==> config.mk <==
export PLATFORM = sky130hd
export DESIGN_NAME = midpoint_circle_rasterizer_core
export DESIGN_NICKNAME = d
export VERILOG_FILES = /design/src/mcr_pkg.sv /design/src/mcr_walker.sv /design/src/mcr_emitter.sv /design/src/midpoint_circle_rasterizer_core.sv
export SDC_FILE = /design/constraint.sdc
export NUM_CORES = 1
export LEC_CHECK = 0
export CAP_MARGIN = 40
export CORE_ASPECT_RATIO = 0.6
export CORE_MARGIN = 4
export CORE_UTILIZATION = 40
export DETAILED_ROUTE_END_ITERATION = 8
export DONT_BUFFER_PORTS = 1
export GPL_TIMING_DRIVEN = 0
export PLACE_DENSITY = 0.53
export SLEW_MARGIN = 0
export SYNTH_ARGS = -nofsm -noshare
export SYNTH_HDL_FRONTEND = slang
export SYNTH_HIERARCHICAL = 1
export SYNTH_SLANG_ARGS = --single-unit
==> constraint.sdc <==
create_clock -name clk -period 13.3 [get_ports clk]
set_clock_uncertainty 0.05 [all_clocks]
set_input_delay 2.66 -clock clk [delete_from_list [all_inputs] [get_ports clk]]
set_output_delay 2.66 -clock clk [all_outputs]
set_load 0.02 [all_outputs]
==> src/mcr_pkg.sv <==
// ============================================================================
// mcr_pkg
// Shared types and codes for the midpoint circle rasterizer.
// ============================================================================
package mcr_pkg;

    // Item kind codes
    localparam logic KIND_START = 1'b0;
    localparam logic KIND_STEP  = 1'b1;

    // Point groups of one plot, in emission order; also bit positions of the
    // group mask
    typedef enum logic [1:0] {
        GRP_AXIS,
        GRP_DIAG,
        GRP_OCT
    } mcr_group_t;

    localparam int unsigned NUM_GROUPS = 3;

    // Plot job handed from the walker to the emitter
    typedef struct packed {
        logic [NUM_GROUPS-1:0] groups;   // groups to emit, empty = one null word
        logic                  finished; // walk done after this item
    } mcr_job_ctrl_t;

endpackage

==> src/mcr_walker.sv <==
// ============================================================================
// mcr_walker
// Circle walk state: latches a start word, advances one octant step per
// step word, and presents the plot job that follows from the new state.
// ============================================================================
module mcr_walker
    import mcr_pkg::*;
#(
    parameter int COORD_BITS  = 13,
    parameter int RADIUS_BITS = 11
) (
    input  logic                           clk,
    input  logic                           rst_n,
    input  logic                           accept,
    input  logic                           kind,
    input  logic signed [COORD_BITS-1:0]   centre_x,
    input  logic signed [COORD_BITS-1:0]   centre_y,
    input  logic        [RADIUS_BITS-1:0]  radius,
    input  logic        [31:0]             colour,
    output logic signed [COORD_BITS-1:0]   job_cx,
    output logic signed [COORD_BITS-1:0]   job_cy,
    output logic        [RADIUS_BITS:0]    job_x,
    output logic        [RADIUS_BITS:0]    job_y,
    output logic        [31:0]             job_colour,
    output mcr_job_ctrl_t                  job_ctrl
);

    localparam int OFF_W = RADIUS_BITS + 1;
    localparam int DEC_W = RADIUS_BITS + 5;

    logic signed [COORD_BITS-1:0] cx_reg, cx_next;
    logic signed [COORD_BITS-1:0] cy_reg, cy_next;
    logic        [31:0]           colour_reg, colour_next;
    logic        [OFF_W-1:0]      x_reg, x_next;
    logic        [OFF_W-1:0]      y_reg, y_next;
    logic signed [DEC_W-1:0]      p_reg, p_next;
    logic                         active_reg, active_next;

    logic        [OFF_W-1:0]      x_inc, y_dec, y_step;
    logic signed [DEC_W-1:0]      p_init, p_step, two_x1, diff, two_diff1, r_ext;
    logic                         do_start, do_step;

    assign do_start = accept && (kind == KIND_START);
    assign do_step  = accept && (kind == KIND_STEP) && active_reg;

    // Step arithmetic: x advances; y drops when the decision is not negative
    assign x_inc     = x_reg + 1'b1;
    assign y_dec     = y_reg - 1'b1;
    assign two_x1    = $signed({{(DEC_W-OFF_W-1){1'b0}}, x_inc, 1'b1});
    assign diff      = $signed({{(DEC_W-OFF_W){1'b0}}, x_inc})
                     - $signed({{(DEC_W-OFF_W){1'b0}}, y_dec});
    assign two_diff1 = $signed({diff[DEC_W-2:0], 1'b1});
    assign y_step    = p_reg[DEC_W-1] ? y_reg : y_dec;
    assign p_step    = p_reg[DEC_W-1] ? (p_reg + two_x1) : (p_reg + two_diff1);

    // (5 - 4r) / 4 truncated toward zero is 1 for r = 0, 0 for r = 1 and
    // 2 - r above that
    assign r_ext  = $signed({{(DEC_W-RADIUS_BITS){1'b0}}, radius});
    assign p_init = (radius == '0) ? DEC_W'(1)
                  : ((radius == RADIUS_BITS'(1)) ? DEC_W'(0) : (DEC_W'(2) - r_ext));

    always_comb
    begin
        cx_next     = cx_reg;
        cy_next     = cy_reg;
        colour_next = colour_reg;
        x_next      = x_reg;
        y_next      = y_reg;
        p_next      = p_reg;
        if (do_start)
        begin
            cx_next     = centre_x;
            cy_next     = centre_y;
            colour_next = colour;
            x_next      = '0;
            y_next      = {1'b0, radius};
            p_next      = p_init;
        end
        else if (do_step)
        begin
            x_next = x_inc;
            y_next = y_step;
            p_next = p_step;
        end
        active_next = active_reg;
        if (do_start || do_step)
        begin
            active_next = x_next < y_next;
        end
    end

    always_ff @(posedge clk or negedge rst_n)
    begin
        if (!rst_n)
        begin
            cx_reg     <= '0;
            cy_reg     <= '0;
            colour_reg <= '0;
            x_reg      <= '0;
            y_reg      <= '0;
            p_reg      <= '0;
            active_reg <= 1'b0;
        end
        else
        begin
            cx_reg     <= cx_next;
            cy_reg     <= cy_next;
            colour_reg <= colour_next;
            x_reg      <= x_next;
            y_reg      <= y_next;
            p_reg      <= p_next;
            active_reg <= active_next;
        end
    end

    // Job from the updated state; a step with no walk running plots nothing
    always_comb
    begin
        job_cx     = cx_next;
        job_cy     = cy_next;
        job_x      = x_next;
        job_y      = y_next;
        job_colour = colour_next;
        job_ctrl   = '0;
        if (do_start || do_step)
        begin
            job_ctrl.groups[GRP_AXIS] = (x_next == '0);
            job_ctrl.groups[GRP_DIAG] = (x_next <= y_next);
            job_ctrl.groups[GRP_OCT]  = (x_next < y_next);
            job_ctrl.finished         = !active_next;
        end
        else
        begin
            job_ctrl.finished = 1'b1;
        end
    end

endmodule

==> src/mcr_emitter.sv <==
// ============================================================================
// mcr_emitter
// Holds one plot job and sends its pixels, one word per cycle while the output
// is not stalled, through a registered output stage.
// ============================================================================
module mcr_emitter
    import mcr_pkg::*;
#(
    parameter int COORD_BITS  = 13,
    parameter int RADIUS_BITS = 11
) (
    input  logic                          clk,
    input  logic                          rst_n,
    input  logic                          job_load,
    output logic                          job_ready,
    input  logic signed [COORD_BITS-1:0]  job_cx,
    input  logic signed [COORD_BITS-1:0]  job_cy,
    input  logic        [RADIUS_BITS:0]   job_x,
    input  logic        [RADIUS_BITS:0]   job_y,
    input  logic        [31:0]            job_colour,
    input  mcr_job_ctrl_t                 job_ctrl,
    output logic                          out_valid,
    input  logic                          out_stall,
    output logic signed [COORD_BITS:0]    pixel_x,
    output logic signed [COORD_BITS:0]    pixel_y,
    output logic        [31:0]            pixel_colour,
    output logic                          pixel_valid,
    output logic                          last,
    output logic                          finished
);

    localparam int OFF_W = RADIUS_BITS + 1;
    localparam int PIX_W = COORD_BITS + 1;
    localparam int SUM_W = ((COORD_BITS > RADIUS_BITS) ? COORD_BITS : RADIUS_BITS) + 2;

    logic                         job_valid_reg;
    logic [NUM_GROUPS-1:0]        rem_reg;
    logic [1:0]                   quad_reg;
    logic                         fin_reg;
    logic signed [COORD_BITS-1:0] cx_reg, cy_reg;
    logic [OFF_W-1:0]             x_reg, y_reg;
    logic [31:0]                  colour_reg;

    logic                         out_valid_reg;
    logic signed [PIX_W-1:0]      px_reg, py_reg;
    logic [31:0]                  pcol_reg;
    logic                         pvalid_reg, last_reg, fin_out_reg;

    mcr_group_t                   cur_group;
    logic [NUM_GROUPS-1:0]        rem_after;
    logic                         is_last, load;
    logic signed [SUM_W-1:0]      xs, ys, off_x, off_y, sum_x, sum_y;

    // Lowest pending group goes first
    always_comb
    begin
        if (rem_reg[GRP_AXIS])
            cur_group = GRP_AXIS;
        else if (rem_reg[GRP_DIAG])
            cur_group = GRP_DIAG;
        else
            cur_group = GRP_OCT;
    end

    assign rem_after = rem_reg & ~(NUM_GROUPS'(1) << cur_group);
    assign is_last   = (rem_reg == '0) || ((quad_reg == 2'd3) && (rem_after == '0));
    assign load      = job_valid_reg && (!out_valid_reg || !out_stall);
    assign job_ready = !job_valid_reg || (load && is_last);

    assign xs = $signed({{(SUM_W-OFF_W){1'b0}}, x_reg});
    assign ys = $signed({{(SUM_W-OFF_W){1'b0}}, y_reg});

    always_comb
    begin
        case (cur_group)
            GRP_AXIS:
            begin
                off_x = quad_reg[1] ? (quad_reg[0] ? -ys : ys) : '0;
                off_y = quad_reg[1] ? '0 : (quad_reg[0] ? -ys : ys);
            end
            GRP_DIAG:
            begin
                off_x = quad_reg[0] ? -xs : xs;
                off_y = quad_reg[1] ? -ys : ys;
            end
            GRP_OCT:
            begin
                off_x = quad_reg[0] ? -ys : ys;
                off_y = quad_reg[1] ? -xs : xs;
            end
            default:
            begin
                off_x = '0;
                off_y = '0;
            end
        endcase
        sum_x = $signed({{(SUM_W-COORD_BITS){cx_reg[COORD_BITS-1]}}, cx_reg}) + off_x;
        sum_y = $signed({{(SUM_W-COORD_BITS){cy_reg[COORD_BITS-1]}}, cy_reg}) + off_y;
    end

    // Job control
    always_ff @(posedge clk or negedge rst_n)
    begin
        if (!rst_n)
        begin
            job_valid_reg <= 1'b0;
            rem_reg       <= '0;
            quad_reg      <= '0;
            fin_reg       <= 1'b0;
        end
        else if (job_load)
        begin
            job_valid_reg <= 1'b1;
            rem_reg       <= job_ctrl.groups;
            quad_reg      <= '0;
            fin_reg       <= job_ctrl.finished;
        end
        else if (load)
        begin
            if (is_last)
            begin
                job_valid_reg <= 1'b0;
            end
            else
            begin
                quad_reg <= quad_reg + 2'd1;
                if (quad_reg == 2'd3)
                    rem_reg <= rem_after;
            end
        end
    end

    always_ff @(posedge clk)
    begin
        if (job_load)
        begin
            cx_reg     <= job_cx;
            cy_reg     <= job_cy;
            x_reg      <= job_x;
            y_reg      <= job_y;
            colour_reg <= job_colour;
        end
    end

    // Output stage: refill whenever empty or the word is taken
    always_ff @(posedge clk or negedge rst_n)
    begin
        if (!rst_n)
            out_valid_reg <= 1'b0;
        else if (!out_valid_reg || !out_stall)
            out_valid_reg <= job_valid_reg;
    end

    always_ff @(posedge clk)
    begin
        if (load)
        begin
            if (rem_reg == '0)
            begin
                px_reg      <= '0;
                py_reg      <= '0;
                pcol_reg    <= '0;
                pvalid_reg  <= 1'b0;
                last_reg    <= 1'b1;
                fin_out_reg <= 1'b1;
            end
            else
            begin
                px_reg      <= sum_x[PIX_W-1:0];
                py_reg      <= sum_y[PIX_W-1:0];
                pcol_reg    <= colour_reg;
                pvalid_reg  <= 1'b1;
                last_reg    <= is_last;
                fin_out_reg <= fin_reg;
            end
        end
    end

    assign out_valid    = out_valid_reg;
    assign pixel_x      = px_reg;
    assign pixel_y      = py_reg;
    assign pixel_colour = pcol_reg;
    assign pixel_valid  = pvalid_reg;
    assign last         = last_reg;
    assign finished     = fin_out_reg;

`ifndef SYNTHESIS
    // No new word appears once the job is gone and the last word was taken
    a_no_spurious: assert property (@(posedge clk) disable iff (!rst_n)
        (!job_valid_reg && !job_load && (!out_valid_reg || !out_stall)) |=> !out_valid_reg)
        else $error("output word with no job behind it");

    // A null word always closes its item and reports the walk done
    a_null_word: assert property (@(posedge clk) disable iff (!rst_n)
        (out_valid_reg && !pvalid_reg) |-> (last_reg && fin_out_reg))
        else $error("null word without last and finished");

    // Axis points occur only at a start, which always carries diagonals
    a_axis_diag: assert property (@(posedge clk) disable iff (!rst_n)
        (job_valid_reg && rem_reg[GRP_AXIS]) |-> rem_reg[GRP_DIAG])
        else $error("axis group without diagonal group");

    // A new job is taken only when the current one ends
    a_job_handoff: assert property (@(posedge clk) disable iff (!rst_n)
        (job_load && job_valid_reg) |-> (load && is_last))
        else $error("job overwritten before its last word");
`endif

endmodule

==> src/midpoint_circle_rasterizer_core.sv <==
// ============================================================================
// midpoint_circle_rasterizer_core
// Midpoint circle outline generator, one pixel word per cycle unless stalled.
// ============================================================================
// Usage:
//   Input channel (in_valid / in_stall): kind 0 starts a circle from centre_x,
//   centre_y, radius and colour; kind 1 advances the walk one octant step.
//   Output channel (out_valid / out_stall): one pixel word per cycle unless
//   stalled. A start gives 8 words (radius 0) or 12; a step gives 4 or 8, or
//   one null word (pixel_valid low) when it plots nothing or no walk is running.
//   last marks the final word of an item, finished marks that the walk is over.
// Timing:
//   The walk state updates in the cycle a word is accepted; its first pixel
//   then moves from the emitter's job registers into the output register.
//   An item holds the emitter until each of its words (1 to 12) has moved
//   into the single-word output channel. The next item is accepted in the
//   cycle the previous item's last pixel moves into the output register.
// Reset:
//   rst_n clears the walk (no circle in progress) and empties both stages.
// Stall:
//   out_stall holds the output word; the emitter then pauses and in_stall
//   rises once the pending job cannot finish.
// ============================================================================
module midpoint_circle_rasterizer_core
    import mcr_pkg::*;
#(
    parameter int COORD_BITS  = 13,
    parameter int RADIUS_BITS = 11
) (
    input  logic                          clk,
    input  logic                          rst_n,
    input  logic                          in_valid,
    output logic                          in_stall,
    input  logic                          kind,
    input  logic signed [COORD_BITS-1:0]  centre_x,
    input  logic signed [COORD_BITS-1:0]  centre_y,
    input  logic        [RADIUS_BITS-1:0] radius,
    input  logic        [31:0]            colour,
    output logic                          out_valid,
    input  logic                          out_stall,
    output logic signed [COORD_BITS:0]    pixel_x,
    output logic signed [COORD_BITS:0]    pixel_y,
    output logic        [31:0]            pixel_colour,
    output logic                          pixel_valid,
    output logic                          last,
    output logic                          finished
);

    logic                         accept;
    logic                         job_ready;
    logic signed [COORD_BITS-1:0] job_cx, job_cy;
    logic        [RADIUS_BITS:0]  job_x, job_y;
    logic        [31:0]           job_colour;
    mcr_job_ctrl_t                job_ctrl;

    // Take a word only when the emitter can take its job in the same edge
    assign in_stall = !job_ready;
    assign accept   = in_valid && job_ready;

    mcr_walker #(
        .COORD_BITS  (COORD_BITS),
        .RADIUS_BITS (RADIUS_BITS)
    ) u_walker (
        .clk        (clk),
        .rst_n      (rst_n),
        .accept     (accept),
        .kind       (kind),
        .centre_x   (centre_x),
        .centre_y   (centre_y),
        .radius     (radius),
        .colour     (colour),
        .job_cx     (job_cx),
        .job_cy     (job_cy),
        .job_x      (job_x),
        .job_y      (job_y),
        .job_colour (job_colour),
        .job_ctrl   (job_ctrl)
    );

    mcr_emitter #(
        .COORD_BITS  (COORD_BITS),
        .RADIUS_BITS (RADIUS_BITS)
    ) u_emitter (
        .clk          (clk),
        .rst_n        (rst_n),
        .job_load     (accept),
        .job_ready    (job_ready),
        .job_cx       (job_cx),
        .job_cy       (job_cy),
        .job_x        (job_x),
        .job_y        (job_y),
        .job_colour   (job_colour),
        .job_ctrl     (job_ctrl),
        .out_valid    (out_valid),
        .out_stall    (out_stall),
        .pixel_x      (pixel_x),
        .pixel_y      (pixel_y),
        .pixel_colour (pixel_colour),
        .pixel_valid  (pixel_valid),
        .last         (last),
        .finished     (finished)
    );

endmodule

==> results.py <==
metrics = {
    "yosys": {
        "syn_area_sq_um": 13750,
        "synth_edf_count": 145,
        "yosysWarnings": 6,
        "async_reset_ff_frac": 0.4246,
        "ys_seq_area_frac": 0.5114,
        "syn-num-nets": 1515,
        "syn_inst": 1361,
        "yosys_register_bits": 252,
        "ys_types": 75,
        "syn-mean-instance-area_sq_um": 10.10,
        "synth_flop_cell": "edfxtp_1",
    },
    "routing": {
        "via_count": 10237,
        "drc": 0,
        "wirelength_mm": 39.06,
        "viasPerCell": 5.480,
        "routedWlPerCell_um": 20.91,
        "ant_nets": 0,
        "drt_iter0_markers": 996,
        "drt_pass1_iterations": 5,
    },
    "power": {
        "finalPower_uw": 4361,
        "max-vdd-ir-drop_mv": 0.1243,
        "p_per_area_nw_per_um2": 286.7,
        "p_leak_uw": 0.006273,
    },
    "worst_setup_path": {
        "crit_required_ns": 13.67,
        "path_cells": "nand2_1 > nand2_1 > nand2_1 > and2_4 > clkbuf_1 > nand3_1 > nor2_1 > nand2_1 > xor2_1 > o21ai_0 > inv_1 > ha_1 > a21o_1 > a21oi_1 > o21ai_0 > a2111oi_0 > o21ai_0 > buf_4 > mux2_2",
        "end_kind": "flip-flop",
        "arrival_ns": 7.76,
        "max_stage_delay_ns": 0.67,
        "crit_fanout": 37,
        "crit_type": "input pin to flip-flop",
        "cpMaxStageDelayCell": "nor2_1",
        "startpoint_type": "input pin",
        "cp_common_cell": "nand2_1",
        "crit_buf_inv": 3,
        "path_delay_family": "simple AND/OR/NAND/NOR gates",
    },
    "cells_and_area": {
        "antennaDiodeCount": 0,
        "nNetsFinal": 1546,
        "areaGrowthSynthToFinish_pct": 10.62,
        "drive_above_1_share": 0.05465,
    },
    "global_route": {
        "grt.overflow.total": 0,
        "grt_pass1_wl_mm": 58.68,
        "grt_pass1_vias": 9347,
        "grt_max_degree": 108,
        "grt.total_usage": 0.2055,
        "antenna_found_initial": 0,
    },
    "die": {
        "io_pins": 139,
        "core_sq_um": 33830,
        "die_w_um": 247.4,
        "die_y_um": 151.6,
        "floorplan.initialDensity": 0.4064,
        "rows": 52,
        "fp.dieArea_sq_um": 37500,
    },
    "worst_hold_path": {
        "hp-class": "flip-flop to flip-flop",
    },
    "clocking": {
        "clk_latency_ns": 0.54,
        "post_cts_buffers": 0,
        "clk_path_buf_depth": 3,
        "clk_pin_slew_ns": 0.07,
        "cts_hold_buf": 0,
        "cts_tree": "yes",
        "ctsResizeCount": 0,
        "cts_made_buffers": 25,
        "cts_htree_levels": 1,
        "clock-sinks": 252,
        "root_buffer": "clkbuf_16",
    },
    "placement": {
        "hpwl_mm": 29.60,
        "globalplace.congestion": 0.9478,
        "portBuffers": 0,
    },
    "flow_run": {
        "max_cap_violations": 0,
    },
    "sta": {
        "finalSetupViolCount": 0,
        "fmax_mhz": 135.3,
        "min_period_ns": 7.391,
        "relSlewSlack": 0.4057,
        "finalHoldViolations": 0,
        "drv_slew": 0,
        "setup_tns_ns": 0,
        "rsz0062_at_grt": "false",
        "timing.final.crit_share": 0.5557,
        "worst_pin_slew_ns": 0.8914,
    },
    "status": {
        "status": "finished, final reports clean",
    },
}
## stage by stage
| stage | cell area [sq um] | setup slack, ns | hold WS [ns] | utilization | std cells |
|---|---|---|---|---|---|
| global placement | 14320 | 2.845 | 0.3975 | 0.4234 | 1820 |
| finish | 15210 | 5.909 | 0.4198 | 0.4496 | 1868 |
| detailed placement | 14410 | 5.550 | 0.4056 | 0.4258 | 1824 |
| floorplan | 13750 | 5.531 | 0.3866 | - | 1361 |
| global route | 15210 | 5.574 | 0.4343 | 0.4496 | 1868 |
| CTS | 15210 | 6.108 | 0.4215 | 0.4496 | 1868 |
## layout make-up
cell class | count | area [sq um]
clock inverters | 13 | 135.1
inverters | 49 | 183.9
fillers | 3237 | 18620
flip-flops and latches | 252 | 7032
multi-input cells | 1007 | 6335
clock buffers | 31 | 668.1
repair buffers | 4 | 77.57
plain buffers | 53 | 203.9
well taps | 459 | 574.3
## where the power goes
group          leakage (uW)  internal [uW]  total, uW  switching, uW
logic               0.00314            794       2090           1300
registers           0.00274           1260       1560            294
clock network      0.000385            398        712            314
total               0.00627           2460       4360           1900
## placed cells by master, fill, tap and decap left out, types with 6 or more instances in the layout
cell type  synthesis  routed
a21boi_0           8       8
a21o_1            22      22
a21oi_1           73      73
a221oi_1          10      10
a31oi_1            7       7
and2_1            39      37
and3_1             7       7
clkbuf_1          45      49
clkbuf_16          0      25
dfrtp_1          107     107
edfxtp_1         145     145
ha_1              76      76
inv_1             49      49
nand2_1          266     266
nand2b_1          10      10
nand3_1           18      18
nand4_1            6       6
nor2_1            87      87
nor2b_1           16      16
nor3_1            32      32
nor4_1             6       6
o211ai_1           6       6
o21a_1            14      14
o21ai_0           65      65
o221ai_1           6       6
o22ai_1           19      19
o31ai_1            8       8
or3_1             13      13
or3_4              6       6
xnor2_1           50      50
xor2_1            52      52
## path summary, 6_finish.rpt
path	startpoint	endpoint	slack (ns)	cells past startpoint
max	out_stall	u_emitter/fin_reg	5.91	19
min	u_walker/colour_reg[13]	u_walker/colour_reg[13]	0.42	2
max reg2reg	u_emitter/quad_reg[0]	u_emitter/fin_reg	6.66	22
min reg2reg	u_walker/colour_reg[13]	u_walker/colour_reg[13]	0.42	2
max in group asynchronous	rst_n	u_walker/cx_reg[7]	11.27	0
min in group asynchronous	rst_n	u_walker/p_reg[4]	1.77	0
## metal layers
layer	global-route usage	wire, um
met5	0	0
met4	0.03015	512
met3	0.04326	2771
met2	0.2461	14170
met1	0.3636	21600
## synth_stat cells, drive strengths merged, types with 10 or more instances
cell type | count | area share
dfrtp | 107 | 0.19
nor4 | 10 | 0.0076
or3 | 19 | 0.011
nand2 | 266 | 0.073
clkbuf | 46 | 0.013
xnor2 | 51 | 0.033
edfxtp | 145 | 0.32
a21o | 22 | 0.012
inv | 49 | 0.013
nand3 | 18 | 0.0066
xor2 | 52 | 0.033
nor3 | 33 | 0.012
nor2 | 88 | 0.024
a21oi | 74 | 0.027
o21a | 14 | 0.0076
nor2b | 16 | 0.0073
o22ai | 19 | 0.0086
a221oi | 11 | 0.0075
o21ai | 68 | 0.025
and2 | 40 | 0.018
nand2b | 10 | 0.0046
ha | 76 | 0.069
## worst register-to-register path, stage by stage, from the launching register on
cell	delay, ns
dfrtp_1	0.50
ha_1	0.22
inv_1	0.06
maj3_1	0.37
o22ai_1	0.27
nand2_1	0.09
nand2_1	0.10
and2_4	0.48
clkbuf_1	0.32
nand3_1	0.42
nor2_1	0.67
nand2_1	0.14
xor2_1	0.16
o21ai_0	0.43
inv_1	0.09
ha_1	0.30
a21o_1	0.16
a21oi_1	0.12
o21ai_0	0.19
a2111oi_0	0.46
o21ai_0	0.39
buf_4	0.28
mux2_2	0.26
## cell families (layout without fill, tap and decap cells)
logic type                 after synthesis  count (layout)  synth area share
xor gates and xnor gates               103             103           0.06616
buffers and inverters                  102             150           0.02821
adders and majority gates               81              81           0.07571
DFF                                    252             252            0.5114
AOI/OAI and AO/OA                      280             280            0.1295
and+or+nand+nor                        535             535            0.1829
muxes                                    8               8          0.006097
Power figures use the tool's default switching activity.
